--- src/rtl/bsp_pkg.sv ---
package bsp_pkg;

  localparam int unsigned CFG_INDEX_W = 2;
  localparam int unsigned CFG_DATA_W  = 16;

  typedef enum logic [CFG_INDEX_W-1:0] {
    CFG_BASE_EXPONENT = 2'd0,
    CFG_ROW_LENGTH    = 2'd1,
    CFG_ROW_COUNT     = 2'd2
  } cfg_index_t;

  localparam logic [3:0] GROUP_ESCAPE = 4'd0;
  localparam int         GROUP_MAX    = 15;

  typedef logic [15:0] bf16_t;

  function automatic logic [7:0] sign_mant_of(input bf16_t v);
    return {v[15], v[6:0]};
  endfunction

endpackage

--- src/rtl/bf16_split12_packer.sv ---
// Channel   | Handshake               | Payload
// ----------+-------------------------+-----------------------------------------
// input     | in_valid / in_stall     | bf16_value
// result    | out_valid / out_stall   | sign_mant .. job_done (12 fields)
// config    | cfg_valid / cfg_ready   | cfg_index, cfg_data
//
// One transaction per cycle sustained while no result is stalled; each word passes
// through the input register, then the result register. Row, column and patch
// counters update when a word moves from the input register to the result register.
// Synchronous active-high reset clears valids and counters; config resets to base
// exponent 0, row length 1, row count 1. A stalled result freezes both stages;
// in_stall follows out_stall while a result is held. cfg_ready is always high.
module bf16_split12_packer
  import bsp_pkg::*;
(
  input  logic                   clk,
  input  logic                   rst,
  input  logic                   in_valid,
  output logic                   in_stall,
  input  logic [15:0]            bf16_value,
  output logic                   out_valid,
  input  logic                   out_stall,
  output logic [7:0]             sign_mant,
  output logic [3:0]             group,
  output logic [7:0]             group_byte,
  output logic                   group_byte_valid,
  output logic                   escape,
  output logic [15:0]            patch_column,
  output logic [31:0]            patch_index,
  output logic [15:0]            patch_orig,
  output logic [15:0]            patch_misread,
  output logic                   row_end,
  output logic [31:0]            row_offset,
  output logic                   job_done,
  input  logic                   cfg_valid,
  output logic                   cfg_ready,
  input  logic [CFG_INDEX_W-1:0] cfg_index,
  input  logic [CFG_DATA_W-1:0]  cfg_data
);

  logic [8:0]  base_exponent;
  logic [15:0] row_length;
  logic [15:0] row_count;

  logic [15:0] column_counter, column_counter_next;
  logic [15:0] row_counter, row_counter_next;
  logic [31:0] patch_total, patch_total_next;
  logic [3:0]  pending_nibble, pending_nibble_next;
  logic        odd_position, odd_position_next;

  logic        s1_valid;
  bf16_t       s1_value;
  logic        advance;

  logic signed [9:0] diff;
  logic [3:0]  grp;
  logic        esc;
  logic        last_col;
  logic        last_row;
  logic [7:0]  gbyte;
  logic        gvalid;
  logic [31:0] total_inc;

  assign cfg_ready = 1'b1;
  assign advance   = !(out_valid && out_stall);
  assign in_stall  = !advance;

  always_ff @(posedge clk) begin
    if (rst) begin
      base_exponent <= '0;
      row_length    <= 16'd1;
      row_count     <= 16'd1;
    end else if (cfg_valid && cfg_ready) begin
      unique case (cfg_index)
        CFG_BASE_EXPONENT: base_exponent <= cfg_data[8:0];
        CFG_ROW_LENGTH:    row_length    <= cfg_data;
        CFG_ROW_COUNT:     row_count     <= cfg_data;
        default: ;
      endcase
    end
  end

  always_comb begin
    diff      = $signed({2'b00, s1_value[14:7]}) - $signed({base_exponent[8], base_exponent});
    esc       = !(diff >= 10'sd1 && diff <= 10'(GROUP_MAX));
    grp       = esc ? GROUP_ESCAPE : diff[3:0];
    last_col  = ({1'b0, column_counter} + 17'd1) >= {1'b0, row_length};
    last_row  = last_col && (({1'b0, row_counter} + 17'd1) >= {1'b0, row_count});
    total_inc = patch_total + 32'(esc);

    gbyte               = '0;
    gvalid              = 1'b0;
    pending_nibble_next = pending_nibble;
    odd_position_next   = odd_position;
    priority if (odd_position) begin
      gbyte               = {grp, pending_nibble};
      gvalid              = 1'b1;
      pending_nibble_next = '0;
      odd_position_next   = 1'b0;
    end else if (last_row) begin
      gbyte  = {4'd0, grp};
      gvalid = 1'b1;
    end else begin
      pending_nibble_next = grp;
      odd_position_next   = 1'b1;
    end

    column_counter_next = column_counter;
    row_counter_next    = row_counter;
    patch_total_next    = total_inc;
    priority if (last_row) begin
      column_counter_next = '0;
      row_counter_next    = '0;
      patch_total_next    = '0;
      pending_nibble_next = '0;
      odd_position_next   = 1'b0;
    end else if (last_col) begin
      column_counter_next = '0;
      row_counter_next    = row_counter + 16'd1;
    end else begin
      column_counter_next = column_counter + 16'd1;
    end
  end

  always_ff @(posedge clk) begin
    if (rst) begin
      s1_valid       <= 1'b0;
      out_valid      <= 1'b0;
      column_counter <= '0;
      row_counter    <= '0;
      patch_total    <= '0;
      pending_nibble <= '0;
      odd_position   <= 1'b0;
    end else if (advance) begin
      s1_valid  <= in_valid;
      out_valid <= s1_valid;
      if (s1_valid) begin
        column_counter <= column_counter_next;
        row_counter    <= row_counter_next;
        patch_total    <= patch_total_next;
        pending_nibble <= pending_nibble_next;
        odd_position   <= odd_position_next;
      end
    end
  end

  always_ff @(posedge clk) begin
    if (advance) begin
      if (in_valid) s1_value <= bf16_value;
      if (s1_valid) begin
        sign_mant        <= sign_mant_of(s1_value);
        group            <= grp;
        group_byte       <= gbyte;
        group_byte_valid <= gvalid;
        escape           <= esc;
        patch_column     <= esc ? column_counter : '0;
        patch_index      <= esc ? patch_total : '0;
        patch_orig       <= esc ? s1_value : '0;
        patch_misread    <= esc ? {s1_value[15] | base_exponent[8], base_exponent[7:0],
                                   s1_value[6:0]} : '0;
        row_end          <= last_col;
        row_offset       <= last_col ? total_inc : '0;
        job_done         <= last_row;
      end
    end
  end

endmodule

--- config.mk ---
export PLATFORM = sky130hd
export DESIGN_NAME = bf16_split12_packer
export DESIGN_NICKNAME = d
export VERILOG_FILES = /design/src/rtl/bsp_pkg.sv /design/src/rtl/bf16_split12_packer.sv
export SDC_FILE = /design/constraint.sdc
export NUM_CORES = 1
export LEC_CHECK = 0
export BUFFER_PORTS_ARGS = -buffer_cell sky130_fd_sc_hd__buf_2
export CORE_MARGIN = 4
export CORE_UTILIZATION = 25
export CTS_BUF_LIST = sky130_fd_sc_hd__clkbuf_8 sky130_fd_sc_hd__clkbuf_16
export DETAILED_ROUTE_END_ITERATION = 6
export PLACE_DENSITY_LB_ADDON = 0.15
export SLEW_MARGIN = 15
export SYNTH_ARGS = -nofsm -noshare
export SYNTH_HDL_FRONTEND = slang
export SYNTH_SLANG_ARGS = --single-unit
--- constraint.sdc ---
create_clock -name clk -period 8.45 [get_ports clk]
set_clock_uncertainty 0.1 [all_clocks]
set_input_delay 1.69 -clock clk [delete_from_list [all_inputs] [get_ports clk]]
set_output_delay 1.69 -clock clk [all_outputs]
set_load 0.03 [all_outputs]
* After elaboration in Yosys (flattened, before gate mapping) *
Index checks and enable logic that the tools add are counted.

word-level totals
  bits in registers = 264
  input port bits = 39
  logic and storage cells = 62

cells by class
  mux-type cells = 13
  equal/unequal tests = 2
  reductions and logical operators = 12
  bitwise logic cells = 2
  add/sub/neg operators = 6
  $lt $le $gt $ge = 4

operators with widths
  cell                                                                                   count
  16-bit 2-to-1 mux                                                                      4
  16-bit by 1-bit adder with 17-bit output (second input constant)                       2
  17-bit by 16-bit greater-or-equal comparator with 1-bit output                         2
  16-bit by 1-bit adder with 16-bit output (second input constant)                       2
  32-bit by 1-bit adder with 32-bit output                                               1
  32-bit 2-to-1 mux                                                                      1
  4-bit 2-to-1 mux                                                                       4
  10-bit by 2-bit greater-or-equal comparator with 1-bit output (second input constant)  1
  10-bit by 5-bit less-or-equal comparator with 1-bit output (second input constant)     1
  2-bit AND reduction                                                                    5
  9-bit by 9-bit subtractor with 10-bit output                                           1
  8-bit 2-to-1 mux                                                                       1
  1-bit logical AND                                                                      3
  1-bit 2-to-1 mux                                                                       3
  3-bit AND reduction                                                                    1
  2-bit by 1-bit equality test with 1-bit output (second input constant)                 1
  2-bit equality test (second input constant)                                            1
  2-bit zero test                                                                        1
  2-bit nonzero test                                                                     1
  1-bit zero test                                                                        1
  1-bit NOT                                                                              1
  1-bit OR                                                                               1

* Logic depth before layout (Yosys ltp) *
Gate-level depths: netlist (run 1).

  word-level depth = 6
  depth in mapped cells = 21

* Least setup slack after synthesis (run 1) *
Ideal clock, no wire load.

  path kind = input -> register
  start point = input out_stall
  end point = register column_counter[15]
  arrival time = 6550 ps
  stages on the path = 8
  path slack = 1679 ps
  library setup time = 121 ps
  buffers on the path = 2
  data required time = 8229 ps
  cell sequence = nand2_1 nand2_1 clkbuf_1 inv_1 clkbuf_1 o21ai_0 nand3_1 nand2_1

between the ends
  longest elaborated chain between the ends = 3

RTL lines
  item                                  RTL line                    source
  from (decl)                           bf16_split12_packer.sv:22   input logic out_stall,
  1-bit logical AND                     bf16_split12_packer.sv:65   assign advance = !(out_valid && out_stall);
  1-bit NOT (no source line)            n/a
  2-bit AND reduction (no source line)  n/a
  to (signal assigned)                  bf16_split12_packer.sv:138  column_counter <= column_counter_next;
  to (decl)                             bf16_split12_packer.sv:45   logic [15:0] column_counter, column_counter_next;

No other way between the ends.
A chain may end at the register's enable or synchronous reset.

* Final worst setup path (run 1) *
  start point = register base_exponent[0]
  end point = register patch_total[28]

between the ends
  longest elaborated chain between the ends = 6
  elaborated cells between the ends (all ways) = 7
  those cells by class = 2 x add/sub; 2 x order compare; 1 x mux; 2 x reduce/logical

RTL lines
  item                                                                                                                                         RTL line                    source
  from (decl)                                                                                                                                  bf16_split12_packer.sv:41   logic [8:0] base_exponent;
  from (signal assigned)                                                                                                                       bf16_split12_packer.sv:75   CFG_BASE_EXPONENT: base_exponent <= cfg_data[8:0];
  9-bit by 9-bit subtractor with 10-bit output *                                                                                               bf16_split12_packer.sv:84   diff = $signed({2'b00, s1_value[14:7]}) - $signed({base_exponent[8], base_exponent});
  10-bit by 2-bit greater-or-equal comparator with 1-bit output or 10-bit by 5-bit less-or-equal comparator with 1-bit output (tied branches)  bf16_split12_packer.sv:85   esc = !(diff >= 10'sd1 && diff <= 10'(GROUP_MAX));
  1-bit logical AND *                                                                                                                          bf16_split12_packer.sv:85
  1-bit zero test *                                                                                                                            bf16_split12_packer.sv:85
  named net esc                                                                                                                                bf16_split12_packer.sv:57   logic esc;
  32-bit by 1-bit adder with 32-bit output *                                                                                                   bf16_split12_packer.sv:89   total_inc = patch_total + 32'(esc);
  32-bit 2-to-1 mux *                                                                                                                          bf16_split12_packer.sv:111  priority if (last_row) begin
  to (signal assigned)                                                                                                                         bf16_split12_packer.sv:140  patch_total <= patch_total_next;
  to (decl)                                                                                                                                    bf16_split12_packer.sv:47   logic [31:0] patch_total, patch_total_next;

Mark *: on every way through the listed nets, which the timed path passes. The rest lies on a longest branch.

==> reports/metrics.csv, run 1 <==
stage,metric,value,unit
critical_path,"Max FO, Critical Path",7,
timing,pins over their slew limit,0,
timing,Fmax,204.2,MHz
route,Routed Antenna Nets,0,
timing,final hold violations,0,
route,drt initial violations,474,
critical_path,CP max stage delay,650,ps
floorplan,die area,50920,µm²
run,MaxCap Viol Count,0,
synth,post-synthesis sequential area ratio,55.70,%
clock_network,TritonCTS clock tree,yes,
critical_path,"Slowest-stage cell, CP",or4_1,
critical_path,Critical R2R Launch,base_exponent[0]$_SDFFE_PP0P_,
synth,adder-cell share of the synthesized area,4.818,%
synth,synth unique cells,59,
floorplan,die height,225.6,µm
timing,Relative slew margins,29.82,%
final_layout,post-layout util,30.74,%
final_layout,share of cells above drive strength 1,18.95,%
global_routing,initial antenna violation count,0,
clock_network,H-tree depth,1,
worst_hold_path,HP Start,s1_value[5]$_DFFE_PP_,
floorplan,width of the die,225.6,µm
synth,"EDFF count, synth",145,
global_routing,total global routing overflow,0,
place,placer congestion estimate,0.7623,
synth,largest family of logic cells by synthesized area,simple AND/OR/NAND/NOR gates,
global_routing,pin count of the biggest net entering global routing,99,
timing,minimum clock period,4898,ps
place,IO Port Bufs,176,
synth,syn nets,1271,
synth,Synth Instances,1187,
timing,unrepaired setup endpoints after global routing,no,
clock_network,total CTS buffers,31,
final_layout,design area,14340,µm²
clock_network,CTS Hold Bufs,0,
synth,XOR/XNOR Fraction of Synth Area,3.920,%
synth,Synth Area per Inst,9.977,µm²
critical_path,crit path DAT,5320,ps
final_layout,Layout Area Growth over Synthesis,21.10,%
place,pre-CTS WS,3441,ps
route,routed vias,8828,
timing,Slew @ Worst Pin,1047,ps
pwr,PwrDens,215.8,nW/µm²
critical_path,critical path class,reg2reg,
global_routing,first-pass GRT wire length,52.14,mm
synth,Async SR Flop Fraction,0,%
global_routing,vias in the first global route,8751,
clock_network,Clock transition at path regs,60,ps
critical_path,CP dominant cell by count,ha_1,
clock_network,Root Buffer,clkbuf_16,
synth,"top cells by area, synth","edfxtp_1, dfxtp_1, nand2_1",
route,residual DRC count,0,
route,Vias per Instance,4.497,
pwr,Leak,5.454,nW
clock_network,"Clk Latency, worst-skew pair",590,ps
synth,post-synthesis mux area share,0.4226,%
synth,"FF+latch count, synth",257,
critical_path,worst path bufs/invs,2,
timing,setup TNS,0,ps
route,routed wire length,33.61,mm
synth,Yosys Warn Count,0,
floorplan,num ports,178,
timing,final setup violation count,0,
critical_path,Crit path max-delay family,simple AND/OR/NAND/NOR gates,
timing,Final WS setup,3552,ps
floorplan,initial core utilization,25.38,%
clock_network,CTS max path bufs,3,
route,First-pass DRT Iterations,5,
clock_network,CTS sink cnt,257,
floorplan,core box area,46650,µm²
critical_path,R2R Setup Slk,3550,ps
synth,ys flop type,edfxtp_1,
synth,Post-synth top cells,"nand2_1, edfxtp_1, nor2_1, dfxtp_1, a21oi_1",
clock_network,post-CTS setup buffer count,0,
floorplan,row cnt,79,
clock_network,Resized Gates After CTS,0,
final_layout,ANT cells,0,
synth,Synth area leader,edfxtp_1,
timing,hold_ws,341.7,ps
global_routing,Overall Global Routing Usage,12.92,%
final_layout,nets@finish,1415,
place,dpl hpwl,22.99,mm
pwr,Worst IR Drop VDD,0.1482,mV
timing,final period utilization,57.96,%
critical_path,worst path cell trace,ha_1 > inv_1 > fa_1 > xnor2_1 > a41oi_1 > and4bb_4 > inv_1 > ha_1 > ha_1 > nand2_1 > nor3_4 > nand3_2 > or4_1 > or4_1 > a31oi_1,
synth,Simple-Gate Fraction of Synth Area,20.58,%
route,drt wl/cell,17.12,µm
run_status,status,"complete, no violations",
place,Post-DP Area,13260,µm²
critical_path,Setup crit end kind,flop,
critical_path,WP data required,8870,ps
critical_path,Worst Setup SP,base_exponent[0]$_SDFFE_PP0P_,
critical_path,CP Launch Type,flop,
synth,most frequent cell after synthesis,nand2_1,
synth,share of Yosys cell area claimed by the top area cell type,36.77,%
synth,post-synthesis compound-gate area fraction,10.10,%
synth,"Cell Area, Synth",11840,µm²
worst_hold_path,worst min-delay path class,reg2reg,
through the flow:
step / power, mW / instances
floorplan: 1.620 / 1187
global placement: 1.732 / 1905
detailed placement: 1.734 / 1905
CTS: 3.149 / 1963
global route: 3.232 / 1963
finish: 3.095 / 1963
worst paths after layout:
kind / end / cells past startpoint
worst max-delay path: patch_total[28]$_SDFFE_PP0P_ / 15
worst min-delay path: sign_mant[5]$_DFFE_PP_ / 0
worst max register to register: patch_total[28]$_SDFFE_PP0P_ / 15
worst min register to register: sign_mant[5]$_DFFE_PP_ / 0
layer usage:
metal | track usage, % | vias up | part of all wire (%)
met2 | 21.50 | 186 | 47
met1 | 17.70 | 4160 | 47
met3 | 2.093 | 41 | 4.2
met4 | 3.063 | 0 | 2.1
li1 | - | 4441 | -
met5 | 0 | - | 0
cells by family after synthesis:
group / count (synthesis)
AND/OR/NAND/NOR: 496
flip-flops: 257
AO/OA/AOI/OAI: 200
buffers and inverters: 130
XOR/XNOR: 53
adder cells (fa/ha/maj): 45
multiplexers: 5
other: 1
placed cells by master, fill, tap and decap left out, types with 12 or more instances in the layout:
cell	instances
nand3_1	49
buf_4	12
dfxtp_1	112
nor2b_1	68
and3_1	13
nand4_1	16
nor3_1	16
a21oi_1	91
nor2_1	120
xor2_1	23
edfxtp_1	145
ha_1	44
xnor2_1	30
o31ai_1	12
nand2_1	150
nor4_1	12
inv_1	56
buf_2	175
o21ai_0	38
clkbuf_16	31
worst register-to-register path, delay by kind of cell (launching register included):
kind	cells	cell delay [ps]
AOI/OAI and AO/OA	2	360
xor gates and xnor gates	1	530
adders and majority gates	4	1120
buffers and inverters	2	240
DFF	1	440
and+or+nand+nor	6	2040
sequential cells by signal, indices dropped and copies added (netlist names), 16 cells and up:
| register | count |
|---|---|
| column_counter | 16 |
| row_counter | 16 |
| patch_total | 32 |
| row_length | 16 |
| s1_value | 16 |
| patch_index | 32 |
| row_offset | 32 |
| patch_orig | 16 |
| patch_column | 16 |
| row_count | 16 |
power by group:
group / leakage (nW) / switching (mW) / total (mW) / internal [mW]
Combinational: 2.59 / 0.237 / 0.316 / 0.0787
Sequential: 2.33 / 0.0179 / 1.38 / 1.36
Clock: 0.530 / 0.566 / 1.40 / 0.831
Total: 5.45 / 0.821 / 3.10 / 2.27
layout make-up:
class                           instances  area, µm²
Fill cell                            4866      32310
Sequential cell                       257       6596
Multi-Input combinational cell        800       4733
Timing Repair Buffer                  187      965.9
Clock buffer                           35      830.8
Tap cell                              607      759.5
Clock inverter                         23      247.7
Inverter                               54      207.7
(Power assumes the default switching activity.)
==> run 2, diff against run 1 <==
clock period = 4.1 ns   (was 8.45 ns; I/O delays follow)
==> run 2 against run 1 <==
Routed wire length grew 2.3%. First-iteration DRC count rose by 4.6%. Sequential power rose by 110%. Worst hold slack lost 3.1 ps. Non-clock buffer count up 44. Count of clock-buffer cells in the layout is 1 higher. Critical path type unchanged.
==> reports/metrics.csv, run 2 (same netlist as run 1, synthesis figures left out) <==
stage,metric,value,unit
run_status,status,"complete, no violations",
route,drt wl/cell,17.10,µm
run,MaxCap Viol Count,0,
clock_network,Root Buffer,clkbuf_16,
clock_network,total CTS buffers,34,
floorplan,row cnt,79,
timing,Slew @ Worst Pin,948.8,ps
route,Vias per Instance,4.511,
final_layout,final cell count without fillers,2010,
global_routing,first-pass GRT wire length,52.84,mm
floorplan,num ports,178,
clock_network,"Clk Latency, worst-skew pair",540,ps
timing,Fmax,253.8,MHz
place,dpl hpwl,23.50,mm
critical_path,CP Launch Type,flop,
place,Post-DP Area,13630,µm²
route,First-pass DRT Iterations,4,
final_layout,most frequent cells in the layout,"buf_2, nand2_1, edfxtp_1",
clock_network,CTS max path bufs,3,
floorplan,core box area,46650,µm²
pwr,Worst IR Drop VDD,0.2016,mV
critical_path,"Max FO, Critical Path",5,
route,residual DRC count,0,
final_layout,ANT cells,0,
critical_path,crit path DAT,4300,ps
final_layout,largest registers,"patch_index x32, patch_total x32, row_offset x32",
timing,unrepaired setup endpoints after global routing,yes,
place,Inst Count DP,1942,
floorplan,die area,50920,µm²
critical_path,Setup crit end kind,flop,
clock_network,Clock transition at path regs,60,ps
global_routing,Overall Global Routing Usage,13.25,%
global_routing,total global routing overflow,0,
critical_path,WP data required,4460,ps
route,routed vias,9067,
timing,final hold violations,0,
timing,Relative slew margins,36.47,%
global_routing,pin count of the biggest net entering global routing,101,
clock_network,CTS sink cnt,257,
clock_network,H-tree depth,2,
clock_network,TritonCTS clock tree,yes,
final_layout,design area,14800,µm²
final_layout,share of cells above drive strength 1,22.67,%
pwr,Leak,5.725,nW
pwr,PwrDens,430.0,nW/µm²
floorplan,die height,225.6,µm
timing,final period utilization,96.10,%
worst_hold_path,worst min-delay path class,reg2reg,
timing,final setup violation count,0,
critical_path,critical path class,reg2reg,
route,routed wire length,34.37,mm
timing,minimum clock period,3940,ps
final_layout,"commonest non-fill, non-tap cell in the layout",buf_2,
route,Routed Antenna Nets,0,
final_layout,Layout Area Growth over Synthesis,24.93,%
final_layout,nets@finish,1462,
global_routing,vias in the first global route,8914,
timing,pins over their slew limit,0,
global_routing,initial antenna violation count,0,
floorplan,initial core utilization,25.38,%
route,drt initial violations,496,
place,IO Port Bufs,176,
place,placer congestion estimate,0.7726,
floorplan,width of the die,225.6,µm
==> run 2: cell count changes in the layout (fill, tap and decap cells not counted), moves of 4 or more <==
cell,previous run,this run
buf_12,0,5
buf_4,12,50
clkbuf_16,31,35
clkinv_2,4,9
clkinvlp_4,5,1
ha_1,44,40
==> run 2: layout make-up <==
class / count / area [µm²]
clock buffers: 36 / 889.6
repair buffers: 231 / 1363
fillers: 4919 / 31860
flip-flops and latches: 257 / 6599
multi-input cells: 800 / 4825
well taps: 607 / 759.5
inverters: 54 / 210.2
clock inverters: 25 / 150.1
==> run 2: worst max-delay path, stage by stage, from the launching register on <==
cell and delay [ps]:
edfxtp_1 370, inv_2 90, ha_4 130, inv_2 40, fa_2 350, a21o_1 190, a21oi_2 130, mux2i_1 190
a41oi_1 60, and4bb_4 240, inv_4 70, ha_4 140, ha_4 170, nand2_4 60, nor3_4 220, nand3_2 120
or4_4 570, or4_1 490, a31oi_1 150
==> run 2: path summary, 6_finish.rpt <==
path	from	to	slack [ps]	cells past startpoint
hold reg to reg	s1_value[5]$_DFFE_PP_	sign_mant[5]$_DFFE_PP_	340	0
setup / recovery	s1_value[7]$_DFFE_PP_	patch_total[28]$_SDFFE_PP0P_	160	18
hold / removal	s1_value[5]$_DFFE_PP_	sign_mant[5]$_DFFE_PP_	340	0
setup reg to reg	s1_value[7]$_DFFE_PP_	patch_total[28]$_SDFFE_PP0P_	160	18
==> run 2: what timing repair did <==
| item | in CTS | in global routing |
|---|---|---|
| hold buffers | 0 | 0 |
| gates resized for setup | 0 | 22 |
| setup endpoints to repair | 0 | 42 |
| setup buffers | 0 | 7 |
==> run 2: per-stage QoR <==
stage,hold WS (ps),power [mW],utilization [%],worst slack (ps),TNS [ps]
2_1_floorplan,318.0,3.339,-,6.064,0
3_3_place_gp,321.9,3.649,29.22,161.6,0
3_5_place_dp,326.6,3.648,29.22,44.72,0
4_1_cts,326.3,6.497,31.45,10.00,0
5_1_grt,335.2,6.666,31.71,-71.35,-124.6
6_report,338.6,6.361,31.71,159.8,0
==> run 2: routing by layer <==
| metal | vias to the layer above | track usage, % | part of all wire, % |
|---|---|---|---|
| li1 | 4533 | - | - |
| met1 | 4342 | 18.09 | 47 |
| met2 | 149 | 21.56 | 47 |
| met3 | 43 | 2.769 | 4.0 |
| met4 | 0 | 3.339 | 1.9 |
| met5 | - | 0 | 0 |
==> run 2: report_power, final <==
part | switching, mW | internal (mW) | leakage [nW] | total [mW]
logic | 0.520 | 0.214 | 2.85 | 0.734
registers | 0.0368 | 2.81 | 2.33 | 2.85
clock network | 1.15 | 1.63 | 0.544 | 2.78
total | 1.70 | 4.66 | 5.73 | 6.36
==> run 3, diff against run 2 <==
clock period = 3.63 ns   (was 4.1 ns; I/O delays follow)
==> run 3 against run 2 <==
The flow now finishes with violations (setup timing). Register-to-register slack worse by 300 ps. Via count grew 3.7%. Worst hold slack got worse by 76 ps. Cell area up 7.1%. Power is 14% higher. Count of clock-buffer cells in the layout rose by 1. First-iteration DRC count down 4.2%. Final cell count grew 3.9%. Non-clock buffer count grew 79. Combinational power increased by 26%. Flip-flop and latch count stayed put. Critical path type unchanged. Largest cell class unchanged. Largest power group unchanged.
==> reports/metrics.csv, run 3 (same netlist as run 1, synthesis figures left out) <==
stage,metric,value,unit
run_status,status,finished with violations,
run_status,failing checks,setup timing,
clock_network,"Clk Latency, worst-skew pair",550,ps
floorplan,die area,50920,µm²
worst_hold_path,worst hold endpoint,s1_value[12]$_DFFE_PP_,
global_routing,Overall Global Routing Usage,13.62,%
final_layout,most frequent cells in the layout,"buf_2, nand2_1, edfxtp_1",
timing,final period utilization,103.8,%
critical_path,worst r2r dst,row_offset[23]$_SDFFCE_PN0P_,
critical_path,R2R Setup Slk,-140,ps
clock_network,H-tree depth,2,
timing,unrepaired setup endpoints after global routing,yes,
global_routing,vias in the first global route,9328,
critical_path,Setup crit end kind,flop,
timing,minimum clock period,3767,ps
global_routing,total global routing overflow,0,
global_routing,pin count of the biggest net entering global routing,77,
final_layout,design area,15850,µm²
final_layout,share of cells above drive strength 1,31.71,%
route,residual DRC count,0,
floorplan,initial core utilization,25.38,%
critical_path,"Slowest-stage cell, CP",edfxtp_1,
critical_path,CP Launch Type,flop,
critical_path,WP data required,3790,ps
route,Vias per Instance,4.501,
critical_path,Crit path max-delay family,simple AND/OR/NAND/NOR gates,
clock_network,Clock transition at path regs,60,ps
timing,setup TNS,-1179,ps
critical_path,Worst R2R Path Depth,20,
critical_path,Critical R2R Launch,s1_value[7]$_DFFE_PP_,
critical_path,"Max FO, Critical Path",3,
clock_network,CTS max path bufs,3,
timing,Fmax,265.5,MHz
clock_network,Root Buffer,clkbuf_16,
run,MaxCap Viol Count,0,
route,routed wire length,35.62,mm
final_layout,Layout Area Growth over Synthesis,33.86,%
critical_path,worst path cell trace,inv_2 > ha_4 > inv_2 > fa_2 > a21o_1 > a21oi_2 > mux2i_1 > a41oi_2 > and4bb_4 > clkinv_4 > ha_4 > buf_4 > buf_6 > nand2_4 > nor3_4 > nand4_1 > buf_4 > or2_4 > xor2_1 > nor2_1,
clock_network,total CTS buffers,34,
floorplan,die height,225.6,µm
place,Post-DP Area,14070,µm²
global_routing,initial antenna violation count,0,
place,pre-CTS WS,-238.3,ps
route,drt initial violations,475,
final_layout,nets@finish,1541,
timing,Relative slew margins,37.61,%
timing,final setup violation count,18,
critical_path,crit path DAT,3930,ps
critical_path,CP max stage delay,380,ps
worst_hold_path,Hold Path Stages,1,
worst_hold_path,HP Start,bf16_value[12],
pwr,Pwr Total,7.232,mW
route,First-pass DRT Iterations,5,
clock_network,TritonCTS clock tree,yes,
floorplan,row cnt,79,
critical_path,worst path bufs/invs,6,
global_routing,first-pass GRT wire length,54.28,mm
pwr,PwrDens,456.2,nW/µm²
clock_network,CTS sink cnt,257,
place,IO Port Bufs,176,
place,dpl hpwl,24.84,mm
critical_path,critical path class,reg2reg,
pwr,Worst IR Drop VDD,0.2692,mV
final_layout,"commonest non-fill, non-tap cell in the layout",buf_2,
timing,final hold violations,0,
floorplan,width of the die,225.6,µm
route,drt wl/cell,17.05,µm
timing,Final WS setup,-137.0,ps
floorplan,core box area,46650,µm²
route,routed vias,9402,
route,Routed Antenna Nets,0,
worst_hold_path,worst min-delay path class,in2reg,
final_layout,ANT cells,0,
timing,Slew @ Worst Pin,935.9,ps
final_layout,largest registers,"patch_index x32, patch_total x32, row_offset x32",
timing,pins over their slew limit,0,
pwr,Leak,6.283,nW
floorplan,num ports,178,
final_layout,Layout fillers,4790,
place,placer congestion estimate,0.7678,
clock_network,CTS Hold Bufs,0,
final_layout,post-layout util,33.98,%
## run 3: cell types whose count changed in the layout (fill, tap and decap cells not counted), sizes merged
cell      delta
buf         +79
bufinv       -1
clkbuf       +1
inv          +1
clkinvlp     -1
## run 3: worst register-to-register path, cell delays in order (launching register included)
cell and delay (ps):
edfxtp_1 380, inv_2 90, ha_4 140, inv_2 30, fa_2 330, a21o_1 180
a21oi_2 140, mux2i_1 250, a41oi_2 60, and4bb_4 230, clkinv_4 60, ha_4 140
buf_4 100, buf_6 90, nand2_4 50, nor3_4 190, nand4_1 270, buf_4 240
or2_4 240, xor2_1 130, nor2_1 70
## run 3: worst max-delay path by stage
stage                                start                             end  slack [ps]  cells past startpoint
6_report             s1_value[7]$_DFFE_PP_    row_offset[23]$_SDFFCE_PN0P_        -140                     20
5_1_grt              s1_value[7]$_DFFE_PP_    patch_total[28]$_SDFFE_PP0P_        -350                     18
4_1_cts              s1_value[7]$_DFFE_PP_    patch_total[28]$_SDFFE_PP0P_        -120                     18
3_5_place_dp         s1_value[7]$_DFFE_PP_    patch_total[28]$_SDFFE_PP0P_        -240                     18
3_3_place_gp   row_counter[0]$_SDFFE_PP0P_  pending_nibble[0]$_SDFFE_PP0P_        -180                     17
2_1_floorplan        s1_value[7]$_DFFE_PP_    patch_total[28]$_SDFFE_PP0P_        -360                     20
## run 3: metal layers
layer	vias to the layer above	wire, µm	GRT usage, %
met1	4511	16580	18.38
met5	-	0	0
met4	0	771	4.446
li1	4691	-	-
met3	43	1299	2.288
met2	157	16970	22.37
## run 3: what timing repair did
item	in CTS	in global routing
gates resized for setup	19	112
setup buffers	8	22
pin swaps	5	48
endpoints found under the hold margin	0	0
setup endpoints to repair	41	87
## run 3: metrics by stage
stage,cells,hold WS [ps]
6_report,2089,262.7
3_3_place_gp,2001,322.5
2_1_floorplan,1187,318.0
5_1_grt,2089,248.7
4_1_cts,2070,229.5
3_5_place_dp,2001,327.2
## run 3: report_power, final
part / leakage (nW) / switching, mW / internal (mW)
Clock: 0.540 / 1.31 / 1.78
Combinational: 3.41 / 0.625 / 0.302
Sequential: 2.34 / 0.0422 / 3.18
Total: 6.28 / 1.98 / 5.26
## run 3: layout make-up
class                   count  area [µm²]  share of cell area (%)
multi-input cells         800        5276                   33.28
repair buffers            310        1974                   12.45
clock inverters            24       132.6                  0.8366
inverters                  54       212.7                   1.342
well taps                 607       759.5                   4.791
clock buffers              37       892.1                   5.627
flip-flops and latches    257        6605                   41.67
